File: config.mk
export PLATFORM = sky130hd
export DESIGN_NAME = rpn_stack_calculator_unit
export DESIGN_NICKNAME = d
export VERILOG_FILES = /design/src/sv/rpn_calc_pkg.sv /design/src/sv/rpn_calc_alu.sv /design/src/sv/rpn_stack_calculator_unit.sv
export SDC_FILE = /design/constraint.sdc
export NUM_CORES = 1
export LEC_CHECK = 0
export BUFFER_PORTS_ARGS = -buffer_cell sky130_fd_sc_hd__buf_4
export CELL_PAD_IN_SITES_DETAIL_PLACEMENT = 0
export CELL_PAD_IN_SITES_GLOBAL_PLACEMENT = 1
export CORE_MARGIN = 3
export CORE_UTILIZATION = 35
export CTS_CLUSTER_DIAMETER = 100
export DETAILED_ROUTE_END_ITERATION = 16
export HOLD_SLACK_MARGIN = 0.15
export PLACE_DENSITY = 0.68
export SLEW_MARGIN = 20
export SYNTH_ARGS = -nofsm -noshare
export SYNTH_HDL_FRONTEND = slang
export SYNTH_SLANG_ARGS = --single-unit
export TNS_END_PERCENT = 50
File: constraint.sdc
create_clock -name aclk -period 9.1 [get_ports aclk]
set_input_delay 0.91 -clock aclk [delete_from_list [all_inputs] [get_ports aclk]]
set_output_delay 0.91 -clock aclk [all_outputs]
set_load 0.03 [all_outputs]
File: src/sv/rpn_calc_pkg.sv
package rpn_calc_pkg;

    localparam int STACK_DEPTH = 16;
    localparam int FRAC_BITS   = 16;
    localparam int DATA_W      = 32;
    localparam int PROD_W      = 2 * DATA_W;
    localparam int DEPTH_W     = $clog2(STACK_DEPTH + 1);
    localparam int ADDR_W      = $clog2(STACK_DEPTH);
    localparam int DIV_W       = DATA_W + FRAC_BITS;
    localparam int ITER_W      = $clog2(DIV_W + 1);

    localparam logic [2:0] OP_PUSH  = 3'd0;
    localparam logic [2:0] OP_ADD   = 3'd1;
    localparam logic [2:0] OP_SUB   = 3'd2;
    localparam logic [2:0] OP_MUL   = 3'd3;
    localparam logic [2:0] OP_DIV   = 3'd4;
    localparam logic [2:0] OP_CLEAR = 3'd5;
    localparam logic [2:0] OP_QUERY = 3'd6;

    typedef enum logic [1:0] {
        ST_OK        = 2'd0,
        ST_UNDERFLOW = 2'd1,
        ST_DIVZERO   = 2'd2,
        ST_FULL      = 2'd3
    } status_t;

    typedef enum logic [1:0] {
        ALU_ADD = 2'd0,
        ALU_SUB = 2'd1,
        ALU_MUL = 2'd2,
        ALU_DIV = 2'd3
    } alu_op_t;

    typedef struct packed {
        logic    start;
        alu_op_t op;
    } alu_req_t;

    typedef struct packed {
        logic done;
        logic div_zero;
    } alu_rsp_t;

    typedef struct packed {
        logic [2:0]               operation;
        logic signed [DATA_W-1:0] operand_value;
    } in_item_t;

    typedef struct packed {
        status_t                  status;
        logic signed [DATA_W-1:0] top_value;
        logic [DEPTH_W-1:0]       depth;
    } out_item_t;

endpackage

File: src/sv/rpn_calc_alu.sv
module rpn_calc_alu (
    input  logic                                  aclk,
    input  logic                                  aresetn,
    input  rpn_calc_pkg::alu_req_t                req,
    input  logic signed [rpn_calc_pkg::DATA_W-1:0] a_in,
    input  logic signed [rpn_calc_pkg::DATA_W-1:0] b_in,
    output rpn_calc_pkg::alu_rsp_t                rsp,
    output logic signed [rpn_calc_pkg::DATA_W-1:0] result
);

    localparam int DW = rpn_calc_pkg::DATA_W;
    localparam int PW = rpn_calc_pkg::PROD_W;
    localparam int QW = rpn_calc_pkg::DIV_W;
    localparam int IW = rpn_calc_pkg::ITER_W;
    localparam logic [PW-1:0] DIV_MASK = {{(PW - QW){1'b0}}, {QW{1'b1}}};
    localparam logic [DW-1:0] SAT_MAX  = {1'b0, {(DW - 1){1'b1}}};
    localparam logic [DW-1:0] SAT_MIN  = {1'b1, {(DW - 1){1'b0}}};

    typedef enum logic [2:0] {
        A_IDLE = 3'b001,
        A_RUN  = 3'b010,
        A_FIN  = 3'b100
    } alu_state_t;

    alu_state_t             state_reg, state_next;
    rpn_calc_pkg::alu_op_t  op_reg;
    logic                   neg_reg;
    logic                   dz_reg;
    logic                   carry_reg;
    logic                   done_reg;
    logic [IW-1:0]          cnt_reg;
    logic [DW-1:0]          opa_reg;
    logic [DW-1:0]          opb_reg;
    logic [DW:0]            acc_reg;
    logic [PW-1:0]          wk_reg;
    logic [DW-1:0]          res_reg;

    logic [DW-1:0] a_u, b_u, abs_a, abs_b;
    logic          add_bit, add_carry, add_hi, add_ovf;
    logic [DW-1:0] add_res;
    logic [DW:0]   mul_sum;
    logic [DW:0]   div_try;
    logic          div_ge;
    logic [DW:0]   div_rem;
    logic [PW-1:0] mag;
    logic          mag_ovf;
    logic [DW-1:0] mag_res;
    logic [IW-1:0] last_cnt;

    assign a_u   = a_in;
    assign b_u   = b_in;
    assign abs_a = a_u[DW-1] ? (~a_u + DW'(1)) : a_u;
    assign abs_b = b_u[DW-1] ? (~b_u + DW'(1)) : b_u;

    // One sum bit per cycle; the operands shift arithmetically so that their
    // sign bits remain at bit zero once all bits have gone by.
    assign add_bit   = opa_reg[0] ^ opb_reg[0] ^ carry_reg;
    assign add_carry = (opa_reg[0] & opb_reg[0]) | (carry_reg & (opa_reg[0] ^ opb_reg[0]));
    assign add_hi    = add_bit;
    assign add_ovf   = add_hi != wk_reg[PW-1];
    assign add_res   = add_ovf ? (add_hi ? SAT_MIN : SAT_MAX) : wk_reg[PW-1:PW-DW];

    assign mul_sum = {1'b0, acc_reg[DW-1:0]} + (wk_reg[0] ? {1'b0, opa_reg} : {(DW + 1){1'b0}});

    assign div_try = {acc_reg[DW-1:0], wk_reg[QW-1]};
    assign div_ge  = div_try >= {1'b0, opb_reg};
    assign div_rem = div_ge ? (div_try - {1'b0, opb_reg}) : div_try;

    always_comb begin
        if (op_reg == rpn_calc_pkg::ALU_MUL) begin
            mag = {acc_reg[DW-1:0], wk_reg[DW-1:0]} >> rpn_calc_pkg::FRAC_BITS;
        end else begin
            mag = wk_reg & DIV_MASK;
        end
    end

    assign mag_ovf = (|mag[PW-1:DW]) | (mag[DW-1] & (~neg_reg | (|mag[DW-2:0])));
    assign mag_res = mag_ovf ? (neg_reg ? SAT_MIN : SAT_MAX)
                             : (neg_reg ? (~mag[DW-1:0] + DW'(1)) : mag[DW-1:0]);

    assign last_cnt = (op_reg == rpn_calc_pkg::ALU_DIV) ? IW'(QW - 1) : IW'(DW - 1);

    always_comb begin
        state_next = state_reg;
        unique case (state_reg)
            A_IDLE: begin
                if (req.start) begin
                    if (req.op == rpn_calc_pkg::ALU_DIV && b_u == '0) begin
                        state_next = A_FIN;
                    end else begin
                        state_next = A_RUN;
                    end
                end
            end
            A_RUN: begin
                if (cnt_reg == last_cnt) begin
                    state_next = A_FIN;
                end
            end
            A_FIN: state_next = A_IDLE;
            default: state_next = A_IDLE;
        endcase
    end

    always_ff @(posedge aclk) begin
        if (!aresetn) begin
            state_reg <= A_IDLE;
            done_reg  <= 1'b0;
        end else begin
            state_reg <= state_next;
            done_reg  <= (state_reg == A_FIN);
        end
    end

    always_ff @(posedge aclk) begin
        if (state_reg == A_IDLE && req.start) begin
            op_reg    <= req.op;
            neg_reg   <= a_u[DW-1] ^ b_u[DW-1];
            cnt_reg   <= '0;
            carry_reg <= (req.op == rpn_calc_pkg::ALU_SUB);
            dz_reg    <= (req.op == rpn_calc_pkg::ALU_DIV) && (b_u == '0);
            acc_reg   <= '0;
            case (req.op)
                rpn_calc_pkg::ALU_ADD: begin
                    opa_reg <= a_u;
                    opb_reg <= b_u;
                end
                rpn_calc_pkg::ALU_SUB: begin
                    opa_reg <= a_u;
                    opb_reg <= ~b_u;
                end
                rpn_calc_pkg::ALU_MUL: begin
                    opa_reg <= abs_a;
                    opb_reg <= abs_b;
                    wk_reg  <= {{(PW - DW){1'b0}}, abs_b};
                end
                default: begin
                    opa_reg <= abs_a;
                    opb_reg <= abs_b;
                    wk_reg  <= PW'({{(PW - DW){1'b0}}, abs_a} << rpn_calc_pkg::FRAC_BITS);
                end
            endcase
        end else if (state_reg == A_RUN) begin
            cnt_reg <= cnt_reg + IW'(1);
            case (op_reg)
                rpn_calc_pkg::ALU_MUL: begin
                    acc_reg            <= {1'b0, mul_sum[DW:1]};
                    wk_reg[DW-1:0]     <= {mul_sum[0], wk_reg[DW-1:1]};
                end
                rpn_calc_pkg::ALU_DIV: begin
                    acc_reg <= div_rem;
                    wk_reg  <= {wk_reg[PW-2:0], div_ge};
                end
                default: begin
                    opa_reg   <= {opa_reg[DW-1], opa_reg[DW-1:1]};
                    opb_reg   <= {opb_reg[DW-1], opb_reg[DW-1:1]};
                    carry_reg <= add_carry;
                    wk_reg    <= {add_bit, wk_reg[PW-1:1]};
                end
            endcase
        end else if (state_reg == A_FIN) begin
            if (op_reg == rpn_calc_pkg::ALU_ADD || op_reg == rpn_calc_pkg::ALU_SUB) begin
                res_reg <= add_res;
            end else begin
                res_reg <= mag_res;
            end
        end
    end

    assign rsp.done     = done_reg;
    assign rsp.div_zero = dz_reg;
    assign result       = res_reg;

endmodule

File: src/sv/rpn_stack_calculator_unit.sv
// Reverse-Polish stack engine over signed Q16.16 values with a 16-entry stack.
// Each input beat carries an operation (push, add, subtract, multiply, divide,
// clear, query) and produces exactly one output beat with a status, the new top
// of stack (zero when empty) and the new depth. Push, clear, query and a binary
// operation that underflows pass through the top-of-stack read and the output
// load before the result is presented. Add and subtract run bit-serially and
// multiply shift-adds one multiplier bit per cycle; divide is a restoring divider
// producing one quotient bit per cycle over 48 steps, while a divide by zero
// skips the steps. There is one shared arithmetic unit, and the stack memory has
// a single read port that fetches the two operands one after the other; one
// operation is processed at a time, and a new one may be accepted while the
// previous result waits in the output register. A finished result that finds
// the output register still full waits for it, and input stalls meanwhile.
module rpn_stack_calculator_unit (
    input  logic                    aclk,
    input  logic                    aresetn,
    input  logic                    s_valid,
    output logic                    s_ready,
    input  rpn_calc_pkg::in_item_t  s_data,
    output logic                    m_valid,
    input  logic                    m_ready,
    output rpn_calc_pkg::out_item_t m_data
);

    localparam int DW = rpn_calc_pkg::DATA_W;
    localparam int CW = rpn_calc_pkg::DEPTH_W;
    localparam int AW = rpn_calc_pkg::ADDR_W;

    typedef enum logic [5:0] {
        S_IDLE = 6'b000001,
        S_RDB  = 6'b000010,
        S_RDA  = 6'b000100,
        S_ALU  = 6'b001000,
        S_TOP  = 6'b010000,
        S_OUT  = 6'b100000
    } state_t;

    state_t                  state_reg, state_next;
    logic [CW-1:0]           count_reg, count_next;
    rpn_calc_pkg::status_t   status_reg, status_next;
    logic [2:0]              op_reg;
    logic [DW-1:0]           b_reg;
    logic [DW-1:0]           rd_data_reg;
    logic                    m_valid_reg;
    rpn_calc_pkg::out_item_t m_data_reg;
    logic [DW-1:0]           mem [rpn_calc_pkg::STACK_DEPTH];

    logic                    wr_en, rd_en, load_out;
    logic [AW-1:0]           wr_addr, rd_addr;
    logic [DW-1:0]           wr_data;
    logic [CW-1:0]           count_m1, count_m2;
    rpn_calc_pkg::alu_req_t  alu_req;
    rpn_calc_pkg::alu_rsp_t  alu_rsp;
    logic signed [DW-1:0]    alu_result;

    assign s_ready  = (state_reg == S_IDLE);
    assign count_m1 = count_reg - CW'(1);
    assign count_m2 = count_reg - CW'(2);

    always_comb begin
        state_next  = state_reg;
        count_next  = count_reg;
        status_next = status_reg;
        wr_en       = 1'b0;
        wr_addr     = count_reg[AW-1:0];
        wr_data     = s_data.operand_value;
        rd_en       = 1'b0;
        rd_addr     = count_m1[AW-1:0];
        load_out    = 1'b0;
        alu_req     = '0;
        unique case (op_reg)
            rpn_calc_pkg::OP_SUB: alu_req.op = rpn_calc_pkg::ALU_SUB;
            rpn_calc_pkg::OP_MUL: alu_req.op = rpn_calc_pkg::ALU_MUL;
            rpn_calc_pkg::OP_DIV: alu_req.op = rpn_calc_pkg::ALU_DIV;
            default:              alu_req.op = rpn_calc_pkg::ALU_ADD;
        endcase

        unique case (state_reg)
            S_IDLE: begin
                if (s_valid) begin
                    status_next = rpn_calc_pkg::ST_OK;
                    state_next  = S_TOP;
                    unique case (s_data.operation) inside
                        rpn_calc_pkg::OP_PUSH: begin
                            if (count_reg == CW'(rpn_calc_pkg::STACK_DEPTH)) begin
                                status_next = rpn_calc_pkg::ST_FULL;
                            end else begin
                                wr_en      = 1'b1;
                                count_next = count_reg + CW'(1);
                            end
                        end
                        rpn_calc_pkg::OP_ADD, rpn_calc_pkg::OP_SUB,
                        rpn_calc_pkg::OP_MUL, rpn_calc_pkg::OP_DIV: begin
                            if (count_reg < CW'(2)) begin
                                status_next = rpn_calc_pkg::ST_UNDERFLOW;
                            end else begin
                                rd_en      = 1'b1;
                                state_next = S_RDB;
                            end
                        end
                        rpn_calc_pkg::OP_CLEAR: count_next = '0;
                        default: ;
                    endcase
                end
            end
            S_RDB: begin
                rd_en      = 1'b1;
                rd_addr    = count_m2[AW-1:0];
                state_next = S_RDA;
            end
            S_RDA: begin
                // Both operands leave the stack here; the result, if any, is pushed back.
                alu_req.start = 1'b1;
                count_next    = count_m2;
                state_next    = S_ALU;
            end
            S_ALU: begin
                if (alu_rsp.done) begin
                    if (alu_rsp.div_zero) begin
                        status_next = rpn_calc_pkg::ST_DIVZERO;
                    end else begin
                        wr_en      = 1'b1;
                        wr_data    = alu_result;
                        count_next = count_reg + CW'(1);
                    end
                    state_next = S_TOP;
                end
            end
            S_TOP: begin
                rd_en      = 1'b1;
                state_next = S_OUT;
            end
            S_OUT: begin
                if (!m_valid_reg || m_ready) begin
                    load_out   = 1'b1;
                    state_next = S_IDLE;
                end
            end
            default: state_next = S_IDLE;
        endcase
    end

    always_ff @(posedge aclk) begin
        if (!aresetn) begin
            state_reg   <= S_IDLE;
            count_reg   <= '0;
            status_reg  <= rpn_calc_pkg::ST_OK;
            m_valid_reg <= 1'b0;
        end else begin
            state_reg  <= state_next;
            count_reg  <= count_next;
            status_reg <= status_next;
            if (load_out) begin
                m_valid_reg <= 1'b1;
            end else if (m_ready) begin
                m_valid_reg <= 1'b0;
            end
        end
    end

    always_ff @(posedge aclk) begin
        if (wr_en) begin
            mem[wr_addr] <= wr_data;
        end
        if (rd_en) begin
            rd_data_reg <= mem[rd_addr];
        end
        if (s_valid && s_ready) begin
            op_reg <= s_data.operation;
        end
        if (state_reg == S_RDB) begin
            b_reg <= rd_data_reg;
        end
        if (load_out) begin
            m_data_reg.status    <= status_reg;
            m_data_reg.top_value <= (count_reg == '0) ? '0 : rd_data_reg;
            m_data_reg.depth     <= count_reg;
        end
    end

    rpn_calc_alu u_alu (
        .aclk    (aclk),
        .aresetn (aresetn),
        .req     (alu_req),
        .a_in    (rd_data_reg),
        .b_in    (b_reg),
        .rsp     (alu_rsp),
        .result  (alu_result)
    );

    assign m_valid = m_valid_reg;
    assign m_data  = m_data_reg;

`ifndef SYNTHESIS
    assert property (@(posedge aclk) disable iff (!aresetn)
        count_reg <= CW'(rpn_calc_pkg::STACK_DEPTH))
        else $error("stack count exceeds the stack depth");

    assert property (@(posedge aclk) disable iff (!aresetn)
        (m_valid && m_data.depth == '0) |-> (m_data.top_value == '0))
        else $error("empty stack reported with a nonzero top value");

    assert property (@(posedge aclk) disable iff (!aresetn)
        (m_valid && m_data.status == rpn_calc_pkg::ST_UNDERFLOW) |-> (m_data.depth < CW'(2)))
        else $error("underflow reported with two or more entries");

    assert property (@(posedge aclk) disable iff (!aresetn)
        alu_rsp.done |-> (state_reg == S_ALU))
        else $error("arithmetic unit finished outside the wait state");

    assert property (@(posedge aclk) disable iff (!aresetn)
        (s_valid && s_ready && s_data.operation == rpn_calc_pkg::OP_PUSH
            && count_reg == CW'(rpn_calc_pkg::STACK_DEPTH))
        |=> (count_reg == CW'(rpn_calc_pkg::STACK_DEPTH)
            && status_reg == rpn_calc_pkg::ST_FULL))
        else $error("push to a full stack was not rejected");
`endif

endmodule

; Yosys cells after proc, flatten, opt, wreduce, memory -nomap -nowiden
; Memory sizes are Yosys's and may differ from the RTL's. A register that Yosys moved wholly into a read port is not among the register bits.
; Cells that the tools add are included.
[totals]
regBits = 295
ram_bits = 512
input_bits = 39
out_inout_bits = 41
wordCells = 194
memories = 1
[op_classes]
add_sub_neg = 9
order_cmp = 2
eq_ne = 38
muxes = 74
bitwise_logic = 15
n_reduce_logical = 31
[memory_table]
columns = memory, depth, word_bits, read_ports, rd_ports_with_merged_regs, write_ports, line_no
row1 = mem, 16, 32, 1, 1, 1, rpn_stack_calculator_unit.sv:46  ; logic [DW-1:0] mem [rpn_calc_pkg::STACK_DEPTH];
[op_table]
columns = operator, n
row1 = $mux 32, 18
row2 = $pmux 32 s2, 4
row3 = $mux 64, 2
row4 = $pmux 64 s2, 1
row5 = $add 32x1->32 const B, 3
row6 = $not 32->32, 3
row7 = $mux 31, 2
row8 = $mux 48, 1
row9 = $pmux 6 s6, 1
row10 = $add 32x32->33, 1
row11 = $ge 33x32->1, 1
row12 = $logic_not 32->1, 1
row13 = $reduce_or 32->1, 1
row14 = $sub 32x32->32, 1
row15 = $reduce_or 31->1, 1
row16 = $mux 5, 6
row17 = $mux 6, 4
row18 = $mux 1, 19
row19 = $eq 3x2->1 const B, 5
row20 = $pmux 5 s3, 1
row21 = $eq 3x3->1 const B, 4
row22 = $ne 2x1->1 const B, 5
row23 = $ne 2x2->1 const B, 5
row24 = $pmux 5 s2, 1
row25 = 44 further kinds, 78

; Longest topological paths before layout
; Gate-level depths: netlist of run 1.
[depth]
word_depth = 8
ltp_mapped = 17
mapped_depth_nobuf = 12

; Modules after synthesis
; From an unflattened synthesis of run 1, not the netlist that was laid out.
[hier_totals]
hier_cells = 3915
hier_area_um2 = 44667.8
[by_module_without_submodules]
columns = module, instances, cells_per_inst, area_per_inst_um2
row1 = rpn_stack_calculator_unit, 1, 1895, 27705.3
row2 = rpn_calc_alu, 1, 2020, 16962.5

; Worst setup path after synthesis of run 1
; No wires, ideal clock.
[synth_path]
path_type = register -> register
from = reg u_alu.op_reg[1]
to = reg u_alu.carry_reg, enable pin
setup_time_ns = 0.571
arrival_ns = 5.446
slack_ns = 3.083
stages_incl_launch_ff = 5
path_buffers = 3
synth_period_minus_slack_ns = 6.017
cell_sequence = edfxtp_1 -> clkbuf_1 -> clkbuf_1 -> clkbuf_1 -> o21ai_0
[synth_between]
elab_chain_len = 4
word_cells_on_any_way = 5
classes_between = eq/ne (3) / reduce/logical (2)
[synth_rtl]
columns = item, line_no
row1 = from (decl), rpn_calc_alu.sv:26  ; rpn_calc_pkg::alu_op_t op_reg;
row2 = from (signal assigned), rpn_calc_alu.sv:117  ; op_reg <= req.op;
row3 = $eq 2x2->1, rpn_calc_alu.sv:145  ; case (op_reg)
row4 = $reduce_or 2->1 (no source line) (*), n/a
row5 = $ne 2x1->1 (no source line) (*), n/a
row6 = $reduce_and 2->1 (no source line) (*), n/a
row7 = to (signal assigned), rpn_calc_alu.sv:120  ; carry_reg <= (req.op == rpn_calc_pkg::ALU_SUB);
row8 = to (signal assigned), rpn_calc_alu.sv:157  ; carry_reg <= add_carry;
row9 = to (decl), rpn_calc_alu.sv:29  ; logic carry_reg;
; Mark *: on every way between the ends. The rest lies on a longest branch, timed or not.
; A chain may end at the register's enable or synchronous reset.

; Worst setup path after layout of run 1
[layout_path]
from = reg u_alu.op_reg[0]
to = reg u_alu.res_reg[3], in the netlist u_alu.result[3], data pin
[layout_between]
elab_chain_len = 8
word_cells_on_any_way = 15
classes_between = add/sub (1) / eq/ne (2) / mux (4) / bitwise (4) / reduce/logical (4)
[layout_rtl]
columns = item, line_no
row1 = "parallel branches: the longest is 7 deep, another holds $add 32x1->32", n/a
row2 = $mux 32 (*), rpn_calc_alu.sv:162  ; if (op_reg == rpn_calc_pkg::ALU_ADD || op_reg == rpn_calc_pkg::ALU_SUB) begin
row3 = to (signal assigned), rpn_calc_alu.sv:163  ; res_reg <= add_res;
row4 = to (signal assigned), rpn_calc_alu.sv:165  ; res_reg <= mag_res;
row5 = to (decl), rpn_calc_alu.sv:36  ; logic [DW-1:0] res_reg;
; Every way passes the cells marked *.

==> flow_metrics.py, run 1 <==
metrics = {
    "outcome": {
        "status": "finished, final reports clean",
    },
    "critical_path": {
        "critPathMaxFanout": 33,
        "crit_path_end_kind": "flip-flop",
        "start_kind": "flip-flop",
        "reg2reg_setup_slack_ns": 3.79,
        "critPathArrivalTime_ns": 5.78,
        "required_ns": 9.57,
        "crit_type": "reg -> reg",
    },
    "timing": {
        "hold-worst-slack_ns": 0.4415,
        "fin_ws_ns": 3.790,
        "drv_slew": 0,
        "grt_setup_unrepaired": "false",
        "fmax_ghz": 0.1883,
        "finalHoldViolCount": 0,
        "setup_tns_ns": 0,
        "fin_worst_skew_ns": 0.03496,
        "relSlewSlack": 0.2645,
        "final.period_utilization": 0.5835,
        "fin_crit_ns": 5.310,
        "setup_viol": 0,
        "worst_pin_slew_ns": 1.103,
    },
    "global_route": {
        "grt_max_degree": 129,
        "antenna_found_initial": 5,
        "grt_pass1_vias": 26780,
        "grt_pass1_wl_mm": 179.7,
        "track_usage": 0.1963,
        "grt_overflow_total": 0,
    },
    "route": {
        "vias": 27380,
        "drt-initial-drc-count": 2747,
        "drt_pass1_iterations": 8,
        "wire_per_inst_um": 24.91,
        "via_per_inst": 5.592,
        "drc_errors": 0,
        "routed_wl_mm": 122.0,
        "route.antenna.remaining_nets": 0,
    },
    "power": {
        "netSwitchingFraction": 0.2452,
        "switchingPower_mw": 2.146,
        "p_leak_nw": 16.47,
        "pwr-share-seq": 0.498,
        "intPower_mw": 6.605,
        "p_per_area_nw_per_um2": 187.6,
        "p_comb_frac": 0.104,
        "p_total_mw": 8.751,
        "clkPwrFrac": 0.398,
        "peakVddDrop_v": 0.0001893,
    },
    "job": {
        "cap_violations": 0,
    },
    "floorplan": {
        "dieArea_sq_um": 122700,
        "io_pins": 80,
        "core_area_sq_um": 116800,
        "die_y_um": 350.2,
        "start_util": 0.3550,
        "die_w_um": 350.2,
        "fp-row-count": 125,
    },
    "synth": {
        "synth_top_area_share": 0.5669,
        "ys_ff_latch": 839,
        "synth-seq-area-share": 0.5939,
        "synth_edf_count": 783,
        "synthFlopType": "edfxtp_1",
        "syn_area_per_cell_sq_um": 12.69,
        "synthArstFlopShare": 0,
        "yosys.area.top_type": "edfxtp_1",
        "yosysUniqueCellTypes": 82,
        "yosysWarnings": 0,
        "synth_cells": 3268,
        "synth_area_leaders": "edfxtp_1 57%, mux4_2 7.0%, nand2_1 3.0%, mux2i_1 2.8%, dfxtp_1 2.7%",
        "netlist_area_sq_um": 41470,
        "syn_nets": 3388,
    },
    "clock_network": {
        "cts_sinks": 839,
        "hold_buffers": 0,
        "cts-htree-levels": 3,
        "cts_buffers": 87,
        "cts_setup_buffers": 0,
        "root_buffer": "clkbuf_16",
        "clk-insertion-delay-late_ns": 0.67,
        "clkSlewWorstSetupHoldPaths_ns": 0.06,
        "clockBufferDepth": 3,
        "tritoncts": "built",
        "post_cts_resized": 0,
    },
    "final_layout": {
        "design_area_sq_um": 46650,
        "largest_reg_flops": 512,
        "fill_cells": 10900,
        "drive_gt1_frac": 0.1426,
        "layout_common_cells": "783 x edfxtp_1, 325 x nand2_1, 218 x a21oi_1, 189 x o21ai_0, 188 x nor2_1",
        "mostFrequentLayoutCell": "edfxtp_1",
        "syn2layout_area_growth_pct": 12.48,
        "register_area_sq_um": 24630,
        "multi_input_area_sq_um": 16050,
        "layout.nets": 3422,
    },
    "place": {
        "place.gp.congestion": 0.9299,
        "postPlaceCellArea_sq_um": 43890,
        "place_ws_ns": 3.911,
        "io_buffers": 79,
        "dpl.hpwl_mm": 79.78,
    },
    "hold_path": {
        "min_path_type": "reg -> reg",
    },
}
-- metal layers --
| metal | vias up | GRT usage | part of all wire |
|---|---|---|---|
| met5 | - | 0 | 0 |
| met4 | 0 | 0.06920 | 0.034 |
| met3 | 198 | 0.02914 | 0.059 |
| met2 | 897 | 0.3258 | 0.48 |
| met1 | 13760 | 0.2629 | 0.42 |
| li1 | 12530 | - | - |
-- synth_stat cells (56+ instances only) --
| cell type | number |
|---|---|
| clkbuf_1 | 146 |
| edfxtp_1 | 783 |
| nor2b_1 | 77 |
| xnor2_1 | 76 |
| mux4_2 | 128 |
| inv_1 | 67 |
| xor2_1 | 85 |
| a211oi_1 | 80 |
| mux2i_1 | 117 |
| nand2_1 | 326 |
| a21oi_1 | 219 |
| o21ai_0 | 191 |
| ha_1 | 78 |
| dfxtp_1 | 56 |
| nor2_1 | 204 |
-- worst max-delay path, stage by stage, from the launching register on --
cell	delay [ns]
edfxtp_1	0.84
nand2b_2	0.64
buf_4	0.47
mux2i_1	0.31
ha_1	0.22
a21boi_1	0.41
nand4b_2	0.28
nor4_4	0.42
nand4_1	0.21
a21oi_4	0.78
o21ai_0	0.21
a211oi_1	0.29
-- power groups by stage --
stage / registers, mW / logic [mW] / clock network, mW
after global placement: 4.44 / 0.920 / 0
after floorplan: 4.38 / 0.686 / 0
after detailed placement: 4.44 / 0.927 / 0
final: 4.35 / 0.914 / 3.48
after CTS: 4.35 / 0.928 / 3.55
after global routing: 4.35 / 0.995 / 3.70
-- area by class of cell --
class / instances / share of cell area
antenna: 1 / 0.00005364
clock inverter: 48 / 0.008770
tap: 1524 / 0.04087
multi-input combinational: 2167 / 0.3441
timing repair buffer: 138 / 0.02264
inverter: 69 / 0.005552
clock buffer: 111 / 0.04994
sequential: 839 / 0.5280
-- kinds of logic after synthesis --
group / count (synthesis) / share of synthesized area
compound gates: 753 / 0.1117
xor+xnor: 161 / 0.03400
fa+ha+maj: 81 / 0.02498
buf+inv: 262 / 0.02498
flops: 839 / 0.5939
mux: 284 / 0.1083
simple gates: 888 / 0.1020
-- through the flow --
stage / cells / util
finish: 4897 / 0.3993
CTS: 4895 / 0.3992
global route: 4896 / 0.3993
floorplan: 3268 / -
detailed placement: 4736 / 0.3757
global placement: 4736 / 0.3757
-- worst paths after layout --
kind	endpoint	cells after the start	startpoint
max	u_alu.result[3]	11	u_alu.op_reg[0]
min	m_data[37]	0	status_reg[0]
max reg2reg	u_alu.result[3]	11	u_alu.op_reg[0]
min reg2reg	m_data[37]	0	status_reg[0]
(Power assumes the default switching activity.)
==> inputs of run 2 (changes only) <==
--- a/config.mk
+++ b/config.mk
@@ -5,6 +5,7 @@
 export SDC_FILE = /design/constraint.sdc
 export NUM_CORES = 1
 export LEC_CHECK = 0
+export ABC_AREA = 1
 export BUFFER_PORTS_ARGS = -buffer_cell sky130_fd_sc_hd__buf_4
 export CELL_PAD_IN_SITES_DETAIL_PLACEMENT = 0
 export CELL_PAD_IN_SITES_GLOBAL_PLACEMENT = 1
@@ -13,7 +14,7 @@
 export CTS_CLUSTER_DIAMETER = 100
 export DETAILED_ROUTE_END_ITERATION = 16
 export HOLD_SLACK_MARGIN = 0.15
-export PLACE_DENSITY = 0.68
+export PLACE_DENSITY = 0.74
 export SLEW_MARGIN = 20
 export SYNTH_ARGS = -nofsm -noshare
 export SYNTH_HDL_FRONTEND = slang
==> constraint.sdc (replaced) <==
create_clock -name aclk -period 4.6 [get_ports aclk]
set_input_delay 0.46 -clock aclk [delete_from_list [all_inputs] [get_ports aclk]]
set_output_delay 0.46 -clock aclk [all_outputs]
set_load 0.03 [all_outputs]
==> run 2 against run 1 <==
Net effect:
- die area rose by 6.5%
- maximum frequency is 51% higher
- power grew to 2.6 times the previous value
- clock power up 99%
- first-iteration DRC count grew 21%
==> flow_metrics.py, run 2 <==
metrics = {
    "outcome": {
        "status": "finished, final reports clean",
    },
    "final_layout": {
        "syn2layout_area_growth_pct": 12.23,
        "fill_cells": 12530,
        "largest_reg_flops": 512,
        "register_area_sq_um": 24630,
        "drive_gt1_frac": 0.06393,
        "layout.nets": 5155,
        "mostFrequentLayoutCell": "nand2_1",
        "stdcell_count": 6742,
        "layout_common_cells": "1296 x nand2_1, 783 x edfxtp_1, 737 x inv_1, 396 x nand3_1, 364 x a21oi_1",
        "multi_input_area_sq_um": 15990,
    },
    "hold_path": {
        "min_path_type": "in -> reg",
        "min_path_cells": 3,
    },
    "synth": {
        "synth_top_family_by_area": "simple AND/OR/NAND/NOR gates",
        "synth_edf_count": 783,
        "yosys.area.top_type": "edfxtp_1",
        "synth_compound_area_frac": 0.1179,
        "synthArstFlopShare": 0,
        "syn_nets": 5129,
        "yosysWarnings": 0,
        "syn_area_per_cell_sq_um": 8.825,
        "ys_top_cells_by_count": "1298 x nand2_1, 783 x edfxtp_1, 738 x inv_1, 396 x nand3_1, 364 x a21oi_1",
        "synth_top_area_share": 0.5319,
        "ys_ff_latch": 839,
        "synth_cells": 5009,
        "synth-seq-area-share": 0.5573,
        "netlist_area_sq_um": 44200,
        "synth-adder-area-share": 0.02344,
        "synthMostInstantiatedCell": "nand2_1",
        "yosys.area_share.simple": 0.1971,
        "yosysUniqueCellTypes": 53,
        "synth_xor_area_frac": 0.01840,
        "synth_area_leaders": "edfxtp_1 53%, nand2_1 11%, inv_1 6.3%, nand3_1 4.5%, a21oi_1 4.1%",
        "synthFlopType": "edfxtp_1",
        "synthMuxAreaShare": 0,
    },
    "clock_network": {
        "clk-insertion-delay-late_ns": 0.68,
        "clkSlewWorstSetupHoldPaths_ns": 0.06,
        "clockBufferDepth": 3,
        "cts_sinks": 839,
        "cts_buffers": 88,
        "post_cts_resized": 0,
        "cts-htree-levels": 3,
        "tritoncts": "built",
        "root_buffer": "clkbuf_16",
    },
    "timing": {
        "fin_crit_ns": 3.519,
        "grt_setup_unrepaired": "false",
        "fmax_ghz": 0.2841,
        "setup_viol": 0,
        "final.period_utilization": 0.7651,
        "hold-worst-slack_ns": 0.3773,
        "fin_worst_skew_ns": 0.03824,
        "finalHoldViolCount": 0,
        "relSlewSlack": 0.1549,
        "worst_pin_slew_ns": 1.256,
        "drv_slew": 0,
    },
    "global_route": {
        "grt_overflow_total": 0,
        "track_usage": 0.2166,
        "grt_pass1_vias": 32830,
        "grt_pass1_wl_mm": 213.5,
        "antenna_found_initial": 8,
        "grt_max_degree": 131,
    },
    "floorplan": {
        "start_util": 0.3547,
        "fp-row-count": 129,
        "io_pins": 80,
        "die_y_um": 361.4,
        "die_w_um": 361.4,
        "core_area_sq_um": 124600,
        "dieArea_sq_um": 130600,
    },
    "route": {
        "dr_wl_met3_mm": 7.534,
        "drt_pass1_iterations": 6,
        "vias": 35010,
        "route.antenna.remaining_nets": 0,
        "wire_per_inst_um": 21.48,
        "dr.max_layer_used": "met5",
        "drt-initial-drc-count": 3321,
        "dr_wl_met2_mm": 69.97,
        "drc_errors": 0,
        "drt-met1-wl_mm": 60.55,
        "routed_wl_mm": 144.8,
        "via_per_inst": 5.193,
    },
    "critical_path": {
        "critPathArrivalTime_ns": 3.90,
        "critPathMaxFanout": 28,
        "start_kind": "flip-flop",
        "required_ns": 4.98,
        "crit_path_end_kind": "flip-flop",
        "crit_type": "reg -> reg",
        "reg2reg_depth": 14,
    },
    "job": {
        "cap_violations": 0,
    },
    "power": {
        "peakVddDrop_v": 0.0004779,
        "p_total_mw": 22.39,
        "p_per_area_nw_per_um2": 451.3,
        "p_leak_nw": 20.36,
    },
    "place": {
        "place.gp.congestion": 0.9518,
        "io_buffers": 79,
        "dpl.hpwl_mm": 102.8,
        "place_inst": 6577,
    },
}
-- run 2: cell types whose count changed in the layout (fill, tap and decap cells not counted), moves of 82 or more --
cell | previous run | this run
a21oi_1 | 218 | 364
inv_1 | 67 | 737
mux2i_1 | 117 | 0
mux4_2 | 128 | 0
nand2_1 | 325 | 1296
nand3_1 | 49 | 396
nor2_1 | 188 | 270
o211ai_1 | 18 | 150
o21ai_0 | 189 | 312
-- run 2: path summary, 6_finish.rpt --
| kind | startpoint | to | slack, ns |
|---|---|---|---|
| setup reg to reg | u_alu.op_reg[1] | u_alu.result[20] | 1.08 |
| setup / recovery | u_alu.op_reg[1] | u_alu.result[20] | 1.08 |
| hold / removal | s_valid | op_reg[0] | 0.38 |
| hold reg to reg | status_reg[0] | m_data[37] | 0.45 |
-- run 2: critical path, cell delays in order, from the launching register on --
cell and delay (ns):
edfxtp_1 0.76, nand2_4 0.29, nand2_1 0.12, o21ai_0 0.17, inv_1 0.10, ha_1 0.19, nand2_1 0.07, nor2_1 0.17
nand2_1 0.12, nor2_1 0.11, nand3_1 0.13, nand2_1 0.11, nand2_2 0.10, a21oi_4 0.64, a21oi_1 0.16
-- run 2: per-stage QoR --
step           cell area [sq um]  setup TNS [ns]  setup slack [ns]  utilization
4_1_cts                    49590               0             1.096       0.3980
3_5_place_dp               46760               0             1.093       0.3753
2_1_floorplan              44200          -25.77           -0.8052            -
6_report                   49610               0             1.081       0.3981
3_3_place_gp               46760               0             1.098       0.3753
5_1_grt                    49600               0            0.5952       0.3981
-- run 2: report_power, final --
part           internal [mW]  leakage [nW]  switching, mW
Combinational           1.79          11.5           4.16
Sequential              8.84          7.51          0.673
Clock                   3.86          1.34           3.06
-- run 2: layout make-up --
cell class,instances,share of cell area
timing repair buffer,161,0.02689
clock buffer,119,0.04858
multi-input combinational,3198,0.3224
sequential,839,0.4966
inverter,747,0.05655
tap,1637,0.04129
antenna,6,0.0003027
clock inverter,35,0.007466
-- run 2: cells by family (layout without fill, tap and decap cells) --
| logic type | Yosys count | after routing |
|---|---|---|
| other | 0 | 6 |
| adder cells (fa/ha/maj) | 81 | 81 |
| buffers and inverters | 972 | 1062 |
| AO/OA/AOI/OAI | 915 | 915 |
| AND/OR/NAND/NOR | 2110 | 2110 |
| flip-flops | 839 | 839 |
| XOR/XNOR | 92 | 92 |
-- run 2: layer usage --
metal,up-vias,global-route usage
li1,16880,-
met1,16690,0.2808
met2,1157,0.3660
met3,281,0.02404
met4,4,0.09651
met5,-,0
-- run 2: what timing repair did --
| action | 4_1_cts | 5_1_grt |
|---|---|---|
| buffers inserted | 0 | 0 |
| hold buffers | 5 | 0 |
| endpoints found under the setup margin | 0 | 0 |
| hold endpoints to repair | 11 | 0 |
